<file path="src/rtl/core/humidity_hysteresis_controller_defines.svh">
// ----------------------------------------------------------------------------
// Humidity hysteresis controller assertion macros
// Shared concurrent assertion wrappers for the controller RTL.
// ----------------------------------------------------------------------------
`ifndef HUMIDITY_HYSTERESIS_CONTROLLER_DEFINES_SVH
`define HUMIDITY_HYSTERESIS_CONTROLLER_DEFINES_SVH

// checked only while out of reset
`define HHC_ASSERT(lbl, prop, msg) \
  lbl: assert property (@(posedge clk_i) disable iff (!rst_ni) prop) else $error(msg);

// checked at every edge, reset included
`define HHC_ASSERT_ALWAYS(lbl, prop, msg) \
  lbl: assert property (@(posedge clk_i) prop) else $error(msg);

`endif

</file>
<file path="src/rtl/core/hhc_pkg.sv">
// ----------------------------------------------------------------------------
// Humidity hysteresis controller package
// Types, register indexes and constants shared by the controller modules.
// ----------------------------------------------------------------------------
`timescale 1ns / 1ps

package hhc_pkg;

  localparam int unsigned HUM_W  = 10;
  localparam int unsigned TICK_W = 16;
  localparam int unsigned ERR_W  = 4;
  localparam int unsigned CFG_AW = 3;
  localparam int unsigned CFG_DW = 16;

  localparam logic [ERR_W-1:0] ERR_SAT = '1;

  localparam logic [HUM_W-1:0]  SETPOINT_RST   = HUM_W'(500);
  localparam logic [HUM_W-1:0]  HYSTERESIS_RST = HUM_W'(5);
  localparam logic [TICK_W-1:0] IDLE_RST       = TICK_W'(1000);
  localparam logic [TICK_W-1:0] ACTUATE_RST    = TICK_W'(1000);
  localparam logic [ERR_W-1:0]  ERR_LIMIT_RST  = ERR_W'(5);

  typedef enum logic [2:0] {
    PH_IDLE        = 3'd0,
    PH_CHECK       = 3'd1,
    PH_DRY         = 3'd2,
    PH_SENSE_DRY   = 3'd3,
    PH_HUMID       = 3'd4,
    PH_SENSE_HUMID = 3'd5
  } phase_e;

  typedef enum logic [CFG_AW-1:0] {
    CFG_SETPOINT   = 3'd0,
    CFG_HYSTERESIS = 3'd1,
    CFG_IDLE       = 3'd2,
    CFG_ACTUATE    = 3'd3,
    CFG_ERR_LIMIT  = 3'd4
  } cfg_idx_e;

  typedef struct packed {
    logic             command;
    logic [HUM_W-1:0] humidity_now;
  } in_t;

  typedef struct packed {
    logic       start_measure;
    logic       system_error;
    logic       drying;
    logic       humidifying;
    logic [2:0] phase_out;
  } out_t;

  typedef struct packed {
    logic [HUM_W-1:0]  setpoint;
    logic [HUM_W-1:0]  hysteresis;
    logic [TICK_W-1:0] idle_period;
    logic [TICK_W-1:0] actuate_period;
    logic [ERR_W-1:0]  error_limit;
  } cfg_t;

endpackage

</file>
<file path="src/rtl/core/hhc_cfg_regs.sv">
// ----------------------------------------------------------------------------
// Humidity hysteresis controller configuration registers
// Write-only register file holding setpoint, band, timing and error-limit settings.
// ----------------------------------------------------------------------------
`timescale 1ns / 1ps

module hhc_cfg_regs
  import hhc_pkg::*;
(
  input  logic              clk_i,
  input  logic              rst_ni,
  input  logic              cfg_we_i,
  input  logic [CFG_AW-1:0] cfg_addr_i,
  input  logic [CFG_DW-1:0] cfg_wdata_i,
  output cfg_t              cfg_o
);

  cfg_t cfg_d, cfg_q;

  always_comb begin
    cfg_d = cfg_q;
    if (cfg_we_i) begin
      unique case (cfg_addr_i)
        CFG_SETPOINT:   cfg_d.setpoint       = cfg_wdata_i[HUM_W-1:0];
        CFG_HYSTERESIS: cfg_d.hysteresis     = cfg_wdata_i[HUM_W-1:0];
        CFG_IDLE:       cfg_d.idle_period    = cfg_wdata_i[TICK_W-1:0];
        CFG_ACTUATE:    cfg_d.actuate_period = cfg_wdata_i[TICK_W-1:0];
        CFG_ERR_LIMIT:  cfg_d.error_limit    = cfg_wdata_i[ERR_W-1:0];
        default:        cfg_d = cfg_q;
      endcase
    end
  end

  always_ff @(posedge clk_i or negedge rst_ni) begin
    if (!rst_ni) begin
      cfg_q.setpoint       <= SETPOINT_RST;
      cfg_q.hysteresis     <= HYSTERESIS_RST;
      cfg_q.idle_period    <= IDLE_RST;
      cfg_q.actuate_period <= ACTUATE_RST;
      cfg_q.error_limit    <= ERR_LIMIT_RST;
    end else begin
      cfg_q <= cfg_d;
    end
  end

  assign cfg_o = cfg_q;

endmodule

</file>
<file path="src/rtl/core/hhc_core.sv">
// ----------------------------------------------------------------------------
// Humidity hysteresis controller core
// Phase state machine, countdown, event latch and error counter; one tick per
// accepted request.
// ----------------------------------------------------------------------------
`timescale 1ns / 1ps
`include "humidity_hysteresis_controller_defines.svh"

module hhc_core
  import hhc_pkg::*;
(
  input  logic clk_i,
  input  logic rst_ni,
  input  cfg_t cfg_i,
  input  logic accept_i,
  input  in_t  in_data_i,
  output out_t res_o
);

  phase_e            phase_d, phase_q;
  logic [TICK_W-1:0] tick_d, tick_q;
  logic              event_d, event_q;
  logic [HUM_W-1:0]  last_d, last_q;
  logic [HUM_W-1:0]  prior_d, prior_q;
  logic [ERR_W-1:0]  errc_d, errc_q;

  logic              event_now;
  logic              tick_zero;
  logic              above, below;
  logic              good_dry, good_humid;
  logic [ERR_W-1:0]  errc_inc;
  logic              start_measure, system_error;

  logic [HUM_W:0] hum_x, sp_x, hy_x, last_x;

  assign hum_x  = {1'b0, in_data_i.humidity_now};
  assign sp_x   = {1'b0, cfg_i.setpoint};
  assign hy_x   = {1'b0, cfg_i.hysteresis};
  assign last_x = {1'b0, last_q};

  // band and move compares, all kept unsigned by moving the subtrahend across
  assign above      = hum_x > (sp_x + hy_x);
  assign below      = (hum_x + hy_x) < sp_x;
  assign good_dry   = (hum_x + hy_x) < last_x;
  assign good_humid = hum_x > (last_x + hy_x);

  assign event_now = event_q | in_data_i.command;
  assign tick_zero = (tick_q == '0);
  assign errc_inc  = errc_q + ERR_W'(1);

  // next state
  always_comb begin
    phase_d = phase_q;
    tick_d  = tick_q;
    event_d = event_q;
    last_d  = last_q;
    prior_d = prior_q;
    errc_d  = errc_q;
    if (accept_i) begin
      event_d = event_now;
      unique case (phase_q) inside
        PH_IDLE, PH_DRY, PH_HUMID: begin
          if (tick_zero) begin
            unique case (phase_q)
              PH_IDLE: phase_d = PH_CHECK;
              PH_DRY:  phase_d = PH_SENSE_DRY;
              default: phase_d = PH_SENSE_HUMID;
            endcase
          end else begin
            tick_d = tick_q - TICK_W'(1);
          end
        end
        PH_CHECK, PH_SENSE_DRY, PH_SENSE_HUMID: begin
          if (event_now) begin
            prior_d = last_q;
            last_d  = in_data_i.humidity_now;
            event_d = 1'b0;
            if (above) begin
              if (phase_q == PH_SENSE_HUMID) begin
                phase_d = PH_CHECK;
              end else begin
                phase_d = PH_DRY;
                tick_d  = cfg_i.actuate_period;
              end
            end else if (below) begin
              if (phase_q == PH_SENSE_DRY) begin
                phase_d = PH_CHECK;
              end else begin
                phase_d = PH_HUMID;
                tick_d  = cfg_i.actuate_period;
              end
            end else begin
              phase_d = PH_IDLE;
              tick_d  = cfg_i.idle_period;
            end
            if (phase_q != PH_CHECK) begin
              if ((phase_q == PH_SENSE_DRY) ? good_dry : good_humid) begin
                errc_d = '0;
              end else if (errc_q != ERR_SAT) begin
                errc_d = errc_inc;
              end
            end
          end
        end
        default: begin
          // unused code: behaves as idle with an expired count
          phase_d = PH_CHECK;
          tick_d  = '0;
        end
      endcase
    end
  end

  // result outputs
  always_comb begin
    start_measure = 1'b0;
    system_error  = 1'b0;
    unique case (phase_q) inside
      PH_IDLE, PH_DRY, PH_HUMID: begin
        start_measure = tick_zero;
      end
      PH_CHECK, PH_SENSE_DRY, PH_SENSE_HUMID: begin
        if (event_now) begin
          start_measure = (above && (phase_q == PH_SENSE_HUMID)) ||
                          (!above && below && (phase_q == PH_SENSE_DRY));
          if (phase_q != PH_CHECK) begin
            system_error = !((phase_q == PH_SENSE_DRY) ? good_dry : good_humid) &&
                           (errc_q != ERR_SAT) && (errc_inc == cfg_i.error_limit);
          end
        end
      end
      default: begin
        start_measure = 1'b1;
      end
    endcase
  end

  assign res_o.start_measure = start_measure;
  assign res_o.system_error  = system_error;
  assign res_o.drying        = (phase_d == PH_DRY);
  assign res_o.humidifying   = (phase_d == PH_HUMID);
  assign res_o.phase_out     = phase_d;

  always_ff @(posedge clk_i or negedge rst_ni) begin
    if (!rst_ni) begin
      phase_q <= PH_IDLE;
      tick_q  <= '0;
      event_q <= 1'b0;
      last_q  <= '0;
      prior_q <= '0;
      errc_q  <= '0;
    end else begin
      phase_q <= phase_d;
      tick_q  <= tick_d;
      event_q <= event_d;
      last_q  <= last_d;
      prior_q <= prior_d;
      errc_q  <= errc_d;
    end
  end

  `HHC_ASSERT(a_event_consumed, accept_i && event_now && (phase_q == PH_CHECK || phase_q == PH_SENSE_DRY || phase_q == PH_SENSE_HUMID) |=> !event_q, "sensing phase left event pending")
  `HHC_ASSERT(a_err_from_sense, accept_i && res_o.system_error |-> (phase_q == PH_SENSE_DRY || phase_q == PH_SENSE_HUMID), "error pulse outside sensing phase")
  `HHC_ASSERT(a_countdown, accept_i && (phase_q == PH_DRY || phase_q == PH_HUMID || phase_q == PH_IDLE) && !tick_zero |=> (phase_q == $past(phase_q)) && (tick_q == $past(tick_q) - TICK_W'(1)), "countdown did not step")

endmodule

</file>
<file path="src/rtl/core/hhc_out_buf.sv">
// ----------------------------------------------------------------------------
// Humidity hysteresis controller result buffer
// Output register plus skid entry, so a request is taken while a result waits.
// ----------------------------------------------------------------------------
`timescale 1ns / 1ps
`include "humidity_hysteresis_controller_defines.svh"

module hhc_out_buf
  import hhc_pkg::*;
(
  input  logic clk_i,
  input  logic rst_ni,
  input  logic push_i,
  input  out_t push_data_i,
  output logic full_o,
  output logic out_valid_o,
  input  logic out_stall_i,
  output out_t out_data_o
);

  logic out_valid_d, out_valid_q;
  logic skid_valid_d, skid_valid_q;
  out_t out_data_d, out_data_q;
  out_t skid_data_d, skid_data_q;
  logic pop;

  assign pop = out_valid_q && !out_stall_i;

  always_comb begin
    out_valid_d  = out_valid_q;
    skid_valid_d = skid_valid_q;
    out_data_d   = out_data_q;
    skid_data_d  = skid_data_q;
    if (skid_valid_q) begin
      if (pop) begin
        out_data_d   = skid_data_q;
        skid_valid_d = 1'b0;
      end
    end else if (push_i) begin
      if (out_valid_q && !pop) begin
        skid_data_d  = push_data_i;
        skid_valid_d = 1'b1;
      end else begin
        out_data_d  = push_data_i;
        out_valid_d = 1'b1;
      end
    end else if (pop) begin
      out_valid_d = 1'b0;
    end
  end

  always_ff @(posedge clk_i or negedge rst_ni) begin
    if (!rst_ni) begin
      out_valid_q  <= 1'b0;
      skid_valid_q <= 1'b0;
    end else begin
      out_valid_q  <= out_valid_d;
      skid_valid_q <= skid_valid_d;
    end
  end

  always_ff @(posedge clk_i) begin
    out_data_q  <= out_data_d;
    skid_data_q <= skid_data_d;
  end

  assign full_o      = skid_valid_q;
  assign out_valid_o = out_valid_q;
  assign out_data_o  = out_data_q;

  `HHC_ASSERT_ALWAYS(a_skid_behind_out, !rst_ni || !skid_valid_q || out_valid_q, "skid entry held without output entry")
  `HHC_ASSERT(a_skid_moves_up, skid_valid_q && !out_stall_i |=> out_valid_q && (out_data_q == $past(skid_data_q)), "skid entry lost on drain")
  `HHC_ASSERT(a_push_lands, push_i && !out_valid_q && !skid_valid_q |=> out_valid_q && !skid_valid_q, "request into empty buffer not registered")

endmodule

</file>
<file path="src/rtl/core/humidity_hysteresis_controller.sv">
// A result is registered into the output register, or into the skid entry while the output stalls.
// Throughput: one request per cycle while the result buffer is not full; the phase update never holds a request.
// A two-entry result buffer keeps input flowing while one result is stalled.
// Reset: asynchronous, active low; phase idle, counters and event latch cleared,
// registers at their default settings, result buffer empty.
// ----------------------------------------------------------------------------
// Humidity hysteresis controller
// Bang-bang humidity control with dead band, timed actuation and error check.
// ----------------------------------------------------------------------------
`timescale 1ns / 1ps

module humidity_hysteresis_controller
  import hhc_pkg::*;
(
  input  logic                      clk_i,
  input  logic                      rst_ni,
  input  logic                      cfg_we_i,
  input  logic [CFG_AW-1:0]         cfg_addr_i,
  input  logic [CFG_DW-1:0]         cfg_wdata_i,
  input  logic                      in_valid_i,
  output logic                      in_stall_o,
  input  in_t                       in_data_i,
  output logic                      out_valid_o,
  input  logic                      out_stall_i,
  output out_t                      out_data_o
);

  cfg_t cfg;
  out_t res;
  logic accept;
  logic full;

  assign in_stall_o = full;
  assign accept     = in_valid_i && !full;

  hhc_cfg_regs u_cfg_regs (
    .clk_i       (clk_i),
    .rst_ni      (rst_ni),
    .cfg_we_i    (cfg_we_i),
    .cfg_addr_i  (cfg_addr_i),
    .cfg_wdata_i (cfg_wdata_i),
    .cfg_o       (cfg)
  );

  hhc_core u_core (
    .clk_i     (clk_i),
    .rst_ni    (rst_ni),
    .cfg_i     (cfg),
    .accept_i  (accept),
    .in_data_i (in_data_i),
    .res_o     (res)
  );

  hhc_out_buf u_out_buf (
    .clk_i       (clk_i),
    .rst_ni      (rst_ni),
    .push_i      (accept),
    .push_data_i (res),
    .full_o      (full),
    .out_valid_o (out_valid_o),
    .out_stall_i (out_stall_i),
    .out_data_o  (out_data_o)
  );

endmodule

</file>
<file path="config.mk">
export PLATFORM = sky130hd
export DESIGN_NAME = humidity_hysteresis_controller
export DESIGN_NICKNAME = d
export VERILOG_FILES = /design/src/rtl/core/hhc_pkg.sv /design/src/rtl/core/hhc_cfg_regs.sv /design/src/rtl/core/hhc_core.sv /design/src/rtl/core/hhc_out_buf.sv /design/src/rtl/core/humidity_hysteresis_controller.sv
export VERILOG_INCLUDE_DIRS = /design/src /design/src/rtl/core
export SDC_FILE = /design/constraint.sdc
export NUM_CORES = 1
export LEC_CHECK = 0
export BUFFER_PORTS_ARGS = -buffer_cell sky130_fd_sc_hd__buf_2
export CAP_MARGIN = 10
export CORE_AREA = 2 2 136 138
export CTS_BUF_LIST = sky130_fd_sc_hd__clkbuf_4 sky130_fd_sc_hd__clkbuf_8 sky130_fd_sc_hd__clkbuf_16
export CTS_CLUSTER_DIAMETER = 50
export DETAILED_ROUTE_END_ITERATION = 8
export DIE_AREA = 0 0 138 140
export HOLD_SLACK_MARGIN = 0.03
export PLACE_DENSITY = 0.55
export RECOVER_POWER = 50
export REMOVE_ABC_BUFFERS = 1
export SYNTH_ARGS = -nofsm -noshare
export SYNTH_HDL_FRONTEND = slang
export SYNTH_HIERARCHICAL = 1
export SYNTH_SLANG_ARGS = --single-unit
</file>
<file path="constraint.sdc">
create_clock -name clk_i -period 4.4 [get_ports clk_i]
set_clock_uncertainty 0.15 [all_clocks]
set_input_delay 0 -clock clk_i [delete_from_list [all_inputs] [get_ports clk_i]]
set_output_delay 0 -clock clk_i [all_outputs]
set_load 0.05 [all_outputs]
</file>
# ---- Yosys cells after proc, flatten, opt, wreduce, memory -nomap -nowiden
# Index checks and enable logic that the tools add are counted.
dict set report op_classes {
  eq_ne 21
  n_reduce_logical 33
  addsub 5
  bitwise 2
  mux 36
  n_lt_le_gt_ge 4
}
# cell count
set ops {}
lappend ops {{2-to-1 mux 16 bit} 6}
lappend ops {{adder 10 x 10 -> 11 bit} 3}
lappend ops {{one-hot mux 16 bit (2 select lines)} 1}
lappend ops {{2-to-1 mux 7 bit} 4}
lappend ops {{greater-than comparator 10 x 11 -> 1 bit} 2}
lappend ops {{less-than comparator 11 x 10 -> 1 bit} 2}
lappend ops {{2-to-1 mux 3 bit} 6}
lappend ops {{zero test 16 bit} 1}
lappend ops {{subtractor 16 x 1 -> 16 bit, second input constant} 1}
lappend ops {{== test 3 x 2 -> 1 bit, second input constant} 5}
lappend ops {{2-to-1 mux 1 bit} 13}
lappend ops {{== test 3 bit, second input constant} 4}
lappend ops {{one-hot mux 3 bit (2 select lines)} 2}
lappend ops {{AND reduction 3 bit} 4}
lappend ops {{AND reduction 2 bit} 5}
lappend ops {{AND reduction 5 bit} 2}
lappend ops {{logical AND 1 bit} 8}
lappend ops {{2-to-1 mux 4 bit} 2}
lappend ops {{== test 3 x 1 -> 1 bit, second input constant} 2}
lappend ops {{zero test 3 bit} 2}
lappend ops {{!= test 2 bit, second input constant} 3}
lappend ops {{nonzero test 2 bit} 3}
lappend ops {{OR reduction 3 bit} 2}
lappend ops {{zero test 1 bit} 5}
lappend ops {{12 further kinds} 13}
dict set report totals {
  register_bits 106
  input_bits 35
}

# ---- Logic depth before layout (Yosys ltp)
# Gate-level depths: netlist of run 1.
dict set report logic_depth {
  word_depth 12
  depth_mapped 19
  ltp_nobuf 19
}

# ---- Hierarchy
# The synthesis of run 1 kept the hierarchy.
# mod instances seq_area_each_um2 cells_each area_per_inst_um2
set modules_own_cells {}
lappend modules_own_cells {hhc_core 1 850.8 487 4252.8}
lappend modules_own_cells {hhc_cfg_regs 1 1428.9 122 2160.8}
lappend modules_own_cells {hhc_out_buf 1 470.5 34 634.4}
lappend modules_own_cells {humidity_hysteresis_controller 1 0.0 1 13.8}

# ---- Worst setup path after synthesis of run 1
# Ideal clock, no wire load.
dict set report synth_path {
  path_type {flip-flop to flip-flop}
  from {register u_cfg_regs.cfg_q (netlist bit u_cfg_regs/cfg_o[37])}
  to {register u_out_buf.out_data_q (netlist bit u_out_buf/out_data_o[0]), data pin}
  slack_ns 0.113
  arrival_ns 3.877
  period_less_slack_ns 4.287
  setup_time_ns 0.260
  path_stages_with_launch 19
  n_path_buf 0
  cell_sequence {dfrtp_1 > ha_1 > a21o_1 > a21oi_1 > o21bai_1 > a21oi_1 > o21ai_0 > a21o_1 > a21oi_1 > xor2_1 > ha_1 > nand3_1 > or2_2 > a21oi_1 > o21ai_2 > nand4_1 > or3b_1 > o21a_2 > mux2_4}
}
# item line_no
set synth_rtl {}
lappend synth_rtl {{start, declared} hhc_cfg_regs.sv:18} ;# cfg_t cfg_d, cfg_q;
lappend synth_rtl {{start signal, assigned} hhc_cfg_regs.sv:42} ;# cfg_q <= cfg_d;
lappend synth_rtl {{end signal, assigned} hhc_out_buf.sv:63} ;# out_data_q <= out_data_d;
lappend synth_rtl {{end, declared} hhc_out_buf.sv:23} ;# out_t out_data_d, out_data_q;

==> results_dict.tcl, run 1 <==
set metrics [dict create \
    ys_seq_area_frac 0.389 \
    nets 847 \
    use_met3 0.0297 \
    port_buffers 43 \
    drcViolationCount 0 \
    rows 49 \
    max_stage_delay_ns 0.42 \
    synth_edf_count 14 \
    die_x_um 138 \
    r2r_cells 19 \
    cts_inserted_buffers 9 \
    slew_violations 60 \
    drtAntennaViolNets 0 \
    drv_cap 1 \
    dr_total_vias 5223 \
    first_pass_iters 5 \
    crit_path_frequent_cell "a21oi_2" \
    crit_required_ns 4.36 \
    clk_latency_ns 0.36 \
    arrival_ns 4.16 \
    endpoint_kind "flip-flop" \
    crit_fanout 5 \
    grt.busiest_layer "met2" \
    clockRootBuffer "clkbuf_16" \
    clkSinkCount 106 \
    cts_tree "built" \
    max-clock-path-buffers 2 \
    overflow 0 \
    hold_path.class "in -> reg" \
    total_leakage_power_nw 3.61 \
    grt_pass1_wl_mm 27.2 \
    holdWs_ns 0.110 \
    wire_per_inst_um 17.0 \
    netlist_instances 644 \
    place_hpwl_mm 12.3 \
    finalCriticalPeriod_ns 4.20 \
    status "finished, violations left" \
    use_met2 0.290 \
    antenna_found_initial 0 \
    place_congestion 0.869 \
    worst_slew_pin_slew_ns 3.28 \
    fmax_mhz 238 \
    synth_area_mm2 0.00706 \
    grt_max_degree 60 \
    yosysTopAreaCell "dfrtp_1" \
    hold_viol 0 \
    via_per_inst 5.37 \
    r2r_slack_ns 0.20 \
    final_util 0.469 \
    clk_pin_slew_ns 0.07 \
    ys_ff_latch 106 \
    die_y_um 140 \
    drt_iter0_drc 191 \
    synth_area_leaders "dfrtp_1 25%, ha_1 12%, mux2_2 11%, dfstp_2 8.2%, edfxtp_1 6.0%" \
    async_flop_share 0.868 \
    crit_type "reg -> reg" \
    die_area_mm2 0.0193 \
    ir_drop_uv 354 \
    grtUsageMet1 0.239 \
    setup_viol 0 \
    fillers 1679 \
    ys_top_cells_by_count "72 x mux2_2, 70 x dfrtp_1, 70 x ha_1" \
    multi_input_area_mm2 0.00413 \
    synth.most_common_cell "mux2_2" \
    regArea_mm2 0.00275 \
    grt_pass1_vias 5256 \
    startpoint_type "flip-flop" \
    yosysWarnings 6 \
    syn_to_final_growth_pct 18.2 \
    start_util 0.397 \
    min_period_over_period 0.955 \
    holdPathStages 3 \
    grt_usage 0.175 \
    avgSynthCellArea_um2 11.0 \
    max_slew_margin -1.19 \
    finalWirelength_mm 16.5 \
    synthFlopType "dfrtp_1" \
    core_mm2 0.0178 \
    power.density_mw_per_mm2 655 \
    antenna_cells 0 \
    htreeDepth 3 \
    crit_chain "ha_1 -> a21o_1 -> a21oi_2 -> o21bai_1 -> a21oi_2 -> o21ai_2 -> a21o_1 -> a21oi_2 -> xor2_1 -> ha_1 -> nand3_2 -> nor3_1 -> nor4_2 -> buf_4 -> o21ai_4 -> nand4_1 -> or3b_4 -> o21a_4 -> mux2_4" \
    drive_above_1_share 0.285 \
    io_pins 44 \
    synth_top_area_share 0.248 \
    crit_slowest_cell "dfrtp_2" \
    ys_types 73 \
    violations "max-capacitance violations, max-slew violations" \
]
## path summary, 6_finish.rpt
path / from / end
max in group asynchronous: rst_ni / u_cfg_regs/cfg_o[47]
hold reg to reg: u_cfg_regs/cfg_o[6] / u_cfg_regs/cfg_o[6]
setup / recovery: u_cfg_regs/cfg_o[47] / u_out_buf/out_data_o[0]
setup reg to reg: u_cfg_regs/cfg_o[47] / u_out_buf/out_data_o[0]
min in group asynchronous: rst_ni / u_cfg_regs/cfg_o[31]
hold / removal: cfg_we_i / u_cfg_regs/cfg_o[3]
## where the power goes
part / switching, W / leakage (nW) / internal [W]
registers: 0.000263 / 1.21 / 0.00133
logic: 0.00163 / 2.26 / 0.00146
clock network: 0.000381 / 0.138 / 0.000398
total: 0.00227 / 3.61 / 0.00319
## stage by stage
stage	cell area, µm²	TNS, ns	total power (W)	instances	worst slack [ns]
floorplan	6920	0	0.00369	623	0.112
global placement	7590	-0.0256	0.00436	915	-0.0256
detailed placement	7590	-0.758	0.00445	915	-0.172
CTS	8260	0	0.00541	967	0.0307
global route	8350	-0.115	0.00593	973	-0.0331
finish	8350	0	0.00546	973	0.196
## cells in the final DEF, fill, tap and decap left out, types with 20 or more instances in the layout
| master | n |
|---|---|
| a21oi_1 | 52 |
| buf_2 | 32 |
| buf_4 | 28 |
| dfrtp_1 | 69 |
| dfstp_2 | 20 |
| dlygate4sd3_1 | 31 |
| ha_1 | 70 |
| inv_1 | 35 |
| mux2_2 | 72 |
| nand2_1 | 21 |
| nor2_1 | 22 |
| o21ai_1 | 23 |
## per-layer routing
metal  part of all wire  vias up
met5                  0        -
met4             0.0081        0
met3              0.029       10
met2               0.48       83
met1               0.48     2547
li1                   -     2583
## sequential cells by signal, indices dropped and copies added, names as in the netlist, 3 cells and up
| register | cells |
|---|---|
| u_core/last_q | 10 |
| u_out_buf/skid_data_q | 7 |
| u_out_buf/out_data_o | 7 |
| u_cfg_regs/cfg_o | 56 |
| u_core/tick_q | 16 |
| u_core/errc_q | 4 |
| u_core/phase_q | 3 |
## cell families after synthesis
kind of cell	after synthesis	share of synthesized area
AOI/OAI and AO/OA	167	0.151
and+or+nand+nor	123	0.107
DFF	106	0.389
muxes	90	0.145
adders and majority gates	73	0.133
buffers and inverters	56	0.0390
xor gates and xnor gates	29	0.0360
## worst max-delay path, delay by kind of cell (launching register included)
kind / cells / cell delay [ns]
compound gates: 9 / 1.27
xor+xnor: 1 / 0.17
fa+ha+maj: 2 / 0.58
buf+inv: 1 / 0.18
flops: 1 / 0.42
mux: 1 / 0.27
simple gates: 5 / 0.92
## area by class of cell
cell class | instances | share of cell area
Clock buffer | 10 | 0.0279
Clock inverter | 6 | 0.00600
Inverter | 35 | 0.0157
Multi-Input combinational cell | 482 | 0.495
Sequential cell | 106 | 0.330
Tap cell | 229 | 0.0343
Timing Repair Buffer | 105 | 0.0918
## what timing repair did
action                                  4_1_cts  5_1_grt
pin swaps                                     2       12
hold buffers                                 31        0
gates resized for setup                       9       16
buffers inserted                              5        6
hold endpoints to repair                    128        0
endpoints found under the setup margin       14       25
No activity file was read; power rests on OpenSTA's default activity.
==> run 2, diff against run 1 <==
--- a/config.mk
+++ b/config.mk
@@ -6,7 +6,7 @@
 export SDC_FILE = /design/constraint.sdc
 export NUM_CORES = 1
 export LEC_CHECK = 0
-export BUFFER_PORTS_ARGS = -buffer_cell sky130_fd_sc_hd__buf_2
+export BUFFER_PORTS_ARGS = -buffer_cell sky130_fd_sc_hd__clkbuf_2
 export CAP_MARGIN = 10
 export CORE_AREA = 2 2 136 138
 export CTS_BUF_LIST = sky130_fd_sc_hd__clkbuf_4 sky130_fd_sc_hd__clkbuf_8 sky130_fd_sc_hd__clkbuf_16
==> run 2 against run 1 <==
Compared with the run above:
- the run still ends with max-capacitance violations, max-slew violations left
- combinational power up 2%
- worst hold slack worse by 0.0040 ns
- non-clock buffer count up 6
- cell area up 1.2%
- global-route usage up 0.11 points
- utilization up 0.56 points
- fmax down 0.29%
- largest cell class unchanged
- largest power group unchanged
==> results_dict.tcl, run 2 (synthesis results as in run 1) <==
set metrics [dict create \
    rows 49 \
    crit_type "reg -> reg" \
    antenna_cells 0 \
    fin_area_mm2 0.00845 \
    grt_usage 0.176 \
    die_area_mm2 0.0193 \
    start_util 0.397 \
    crit_slowest_cell "fa_1" \
    startpoint_type "flip-flop" \
    power.density_mw_per_mm2 655 \
    max_stage_delay_ns 0.41 \
    layout_commonest_cell "mux2_2" \
    critPathBufInv 1 \
    drive_above_1_share 0.299 \
    dr_total_vias 5301 \
    antenna_found_initial 0 \
    core_mm2 0.0178 \
    finalCriticalPeriod_ns 4.22 \
    grt_max_degree 58 \
    place_congestion 0.885 \
    max-clock-path-buffers 2 \
    drt_iter0_drc 243 \
    multi_input_area_mm2 0.00419 \
    cts_inserted_buffers 9 \
    final_cell_mix "72 x mux2_2, 70 x dfrtp_1, 68 x ha_1, 48 x a21oi_1, 35 x inv_1" \
    final_util 0.475 \
    grt_setup_unrepaired "no" \
    endpoint_kind "flip-flop" \
    die_x_um 138 \
    grt_pass1_vias 5304 \
    htreeDepth 3 \
    syn_to_final_growth_pct 19.6 \
    finalPower_w 0.00553 \
    nets 853 \
    fillers 1686 \
    r2r_cells 16 \
    crit_family "simple AND/OR/NAND/NOR gates" \
    finalWirelength_mm 16.5 \
    holdWs_ns 0.106 \
    clk_latency_ns 0.35 \
    placed_area_mm2 0.00763 \
    total_leakage_power_nw 3.66 \
    slew_violations 90 \
    holdCritStartpoint "cfg_we_i" \
    die_y_um 140 \
    r2r_end "u_out_buf/out_data_o[0]" \
    fmax_mhz 237 \
    crit_path_frequent_cell "nand4_1" \
    drcViolationCount 0 \
    crit_fanout 5 \
    arrival_ns 4.17 \
    grt_pass1_wl_mm 27.4 \
    setup_viol 0 \
    clk_pin_slew_ns 0.07 \
    crit_required_ns 4.35 \
    max_slew_margin -1.06 \
    min_period_over_period 0.958 \
    status "finished, violations left" \
    r2r-start "u_cfg_regs/cfg_o[36]" \
    regArea_mm2 0.00275 \
    place_hpwl_mm 12.1 \
    io_pins 44 \
    hold_end "u_cfg_regs/cfg_o[1]" \
    crit_chain "ha_1 -> fa_1 -> a21oi_2 -> nand4b_1 -> nand2_1 -> xor2_1 -> ha_1 -> nand4_1 -> and3_1 -> o21ai_0 -> nand4_1 -> buf_4 -> nand4_1 -> or3b_4 -> o21a_4 -> mux2_4" \
    hold_path.class "in -> reg" \
    first_pass_iters 5 \
    holdPathStages 3 \
    clockRootBuffer "clkbuf_16" \
    drtAntennaViolNets 0 \
    ir_drop_uv 326 \
    clkSinkCount 106 \
    hold_viol 0 \
    port_buffers 43 \
    via_per_inst 5.41 \
    overflow 0 \
    worst_slew_pin_slew_ns 3.09 \
    drv_cap 2 \
    wire_per_inst_um 16.9 \
    largest_reg_flops 56 \
    cts_tree "built" \
    violations "max-capacitance violations, max-slew violations" \
    r2r_slack_ns 0.18 \
]
==> run 2: cell count changes in the layout (fill, tap and decap cells not counted), moves of 2 or more <==
cell and delta:
a21oi_1 -4, a21oi_2 +4, buf_2 -32, buf_4 +3, clkbuf_2 +34, ha_1 -2, ha_4 +2
==> run 2: layout make-up <==
cell class / count / share of cell area
flip-flops and latches: 106 / 0.326
well taps: 229 / 0.0339
multi-input cells: 482 / 0.496
clock inverters: 6 / 0.00563
clock buffers: 10 / 0.0283
repair buffers: 111 / 0.0950
inverters: 35 / 0.0156
==> run 2: metrics by stage <==
stage,std cells,worst slack [ns],TNS [ns]
global route,979,0.00674,0
global placement,920,-0.0184,-0.0184
detailed placement,920,-0.103,-0.235
finish,979,0.184,0
CTS,973,-0.0120,-0.0120
floorplan,623,0.112,0
==> run 2: routing by layer <==
layer,track usage,wire length (µm),vias to the layer above
li1,-,-,2593
met1,0.243,7960,2610
met2,0.288,7830,80
met3,0.0311,483,18
met4,0.0446,233,0
met5,0,0,-
==> run 2: worst max path at each step <==
stage | startpoint | end | depth (start not counted)
finish | u_cfg_regs/cfg_o[36] | u_out_buf/out_data_o[0] | 16
CTS | u_cfg_regs/cfg_o[36] | u_out_buf/out_data_o[3] | 18
global route | u_cfg_regs/cfg_o[37] | u_out_buf/out_data_o[3] | 18
global placement | u_cfg_regs/cfg_o[36] | u_out_buf/out_data_o[4] | 19
floorplan | u_cfg_regs/cfg_o[37] | u_out_buf/out_data_o[0] | 18
detailed placement | u_cfg_regs/cfg_o[37] | u_out_buf/out_data_o[3] | 19
==> run 2: what timing repair did <==
action                                  4_1_cts  5_1_grt
buffers inserted                              5        7
gates resized for setup                       9       27
hold endpoints to repair                    114        0
endpoints found under the setup margin       10       26
pin swaps                                     4       27
hold buffers                                 32        0
==> run 2: tightest hold or removal path: cells and delay by family <==
kind                   cells  cell delay (ns)
buffers and inverters      1             0.12
AND/OR/NAND/NOR            1             0.29
multiplexers               1             0.16
==> run 2: where the power goes <==
group	leakage [nW]	internal, W	switching [W]
Combinational	2.30	0.00149	0.00167
Clock	0.145	0.000407	0.000379
Sequential	1.21	0.00133	0.000252
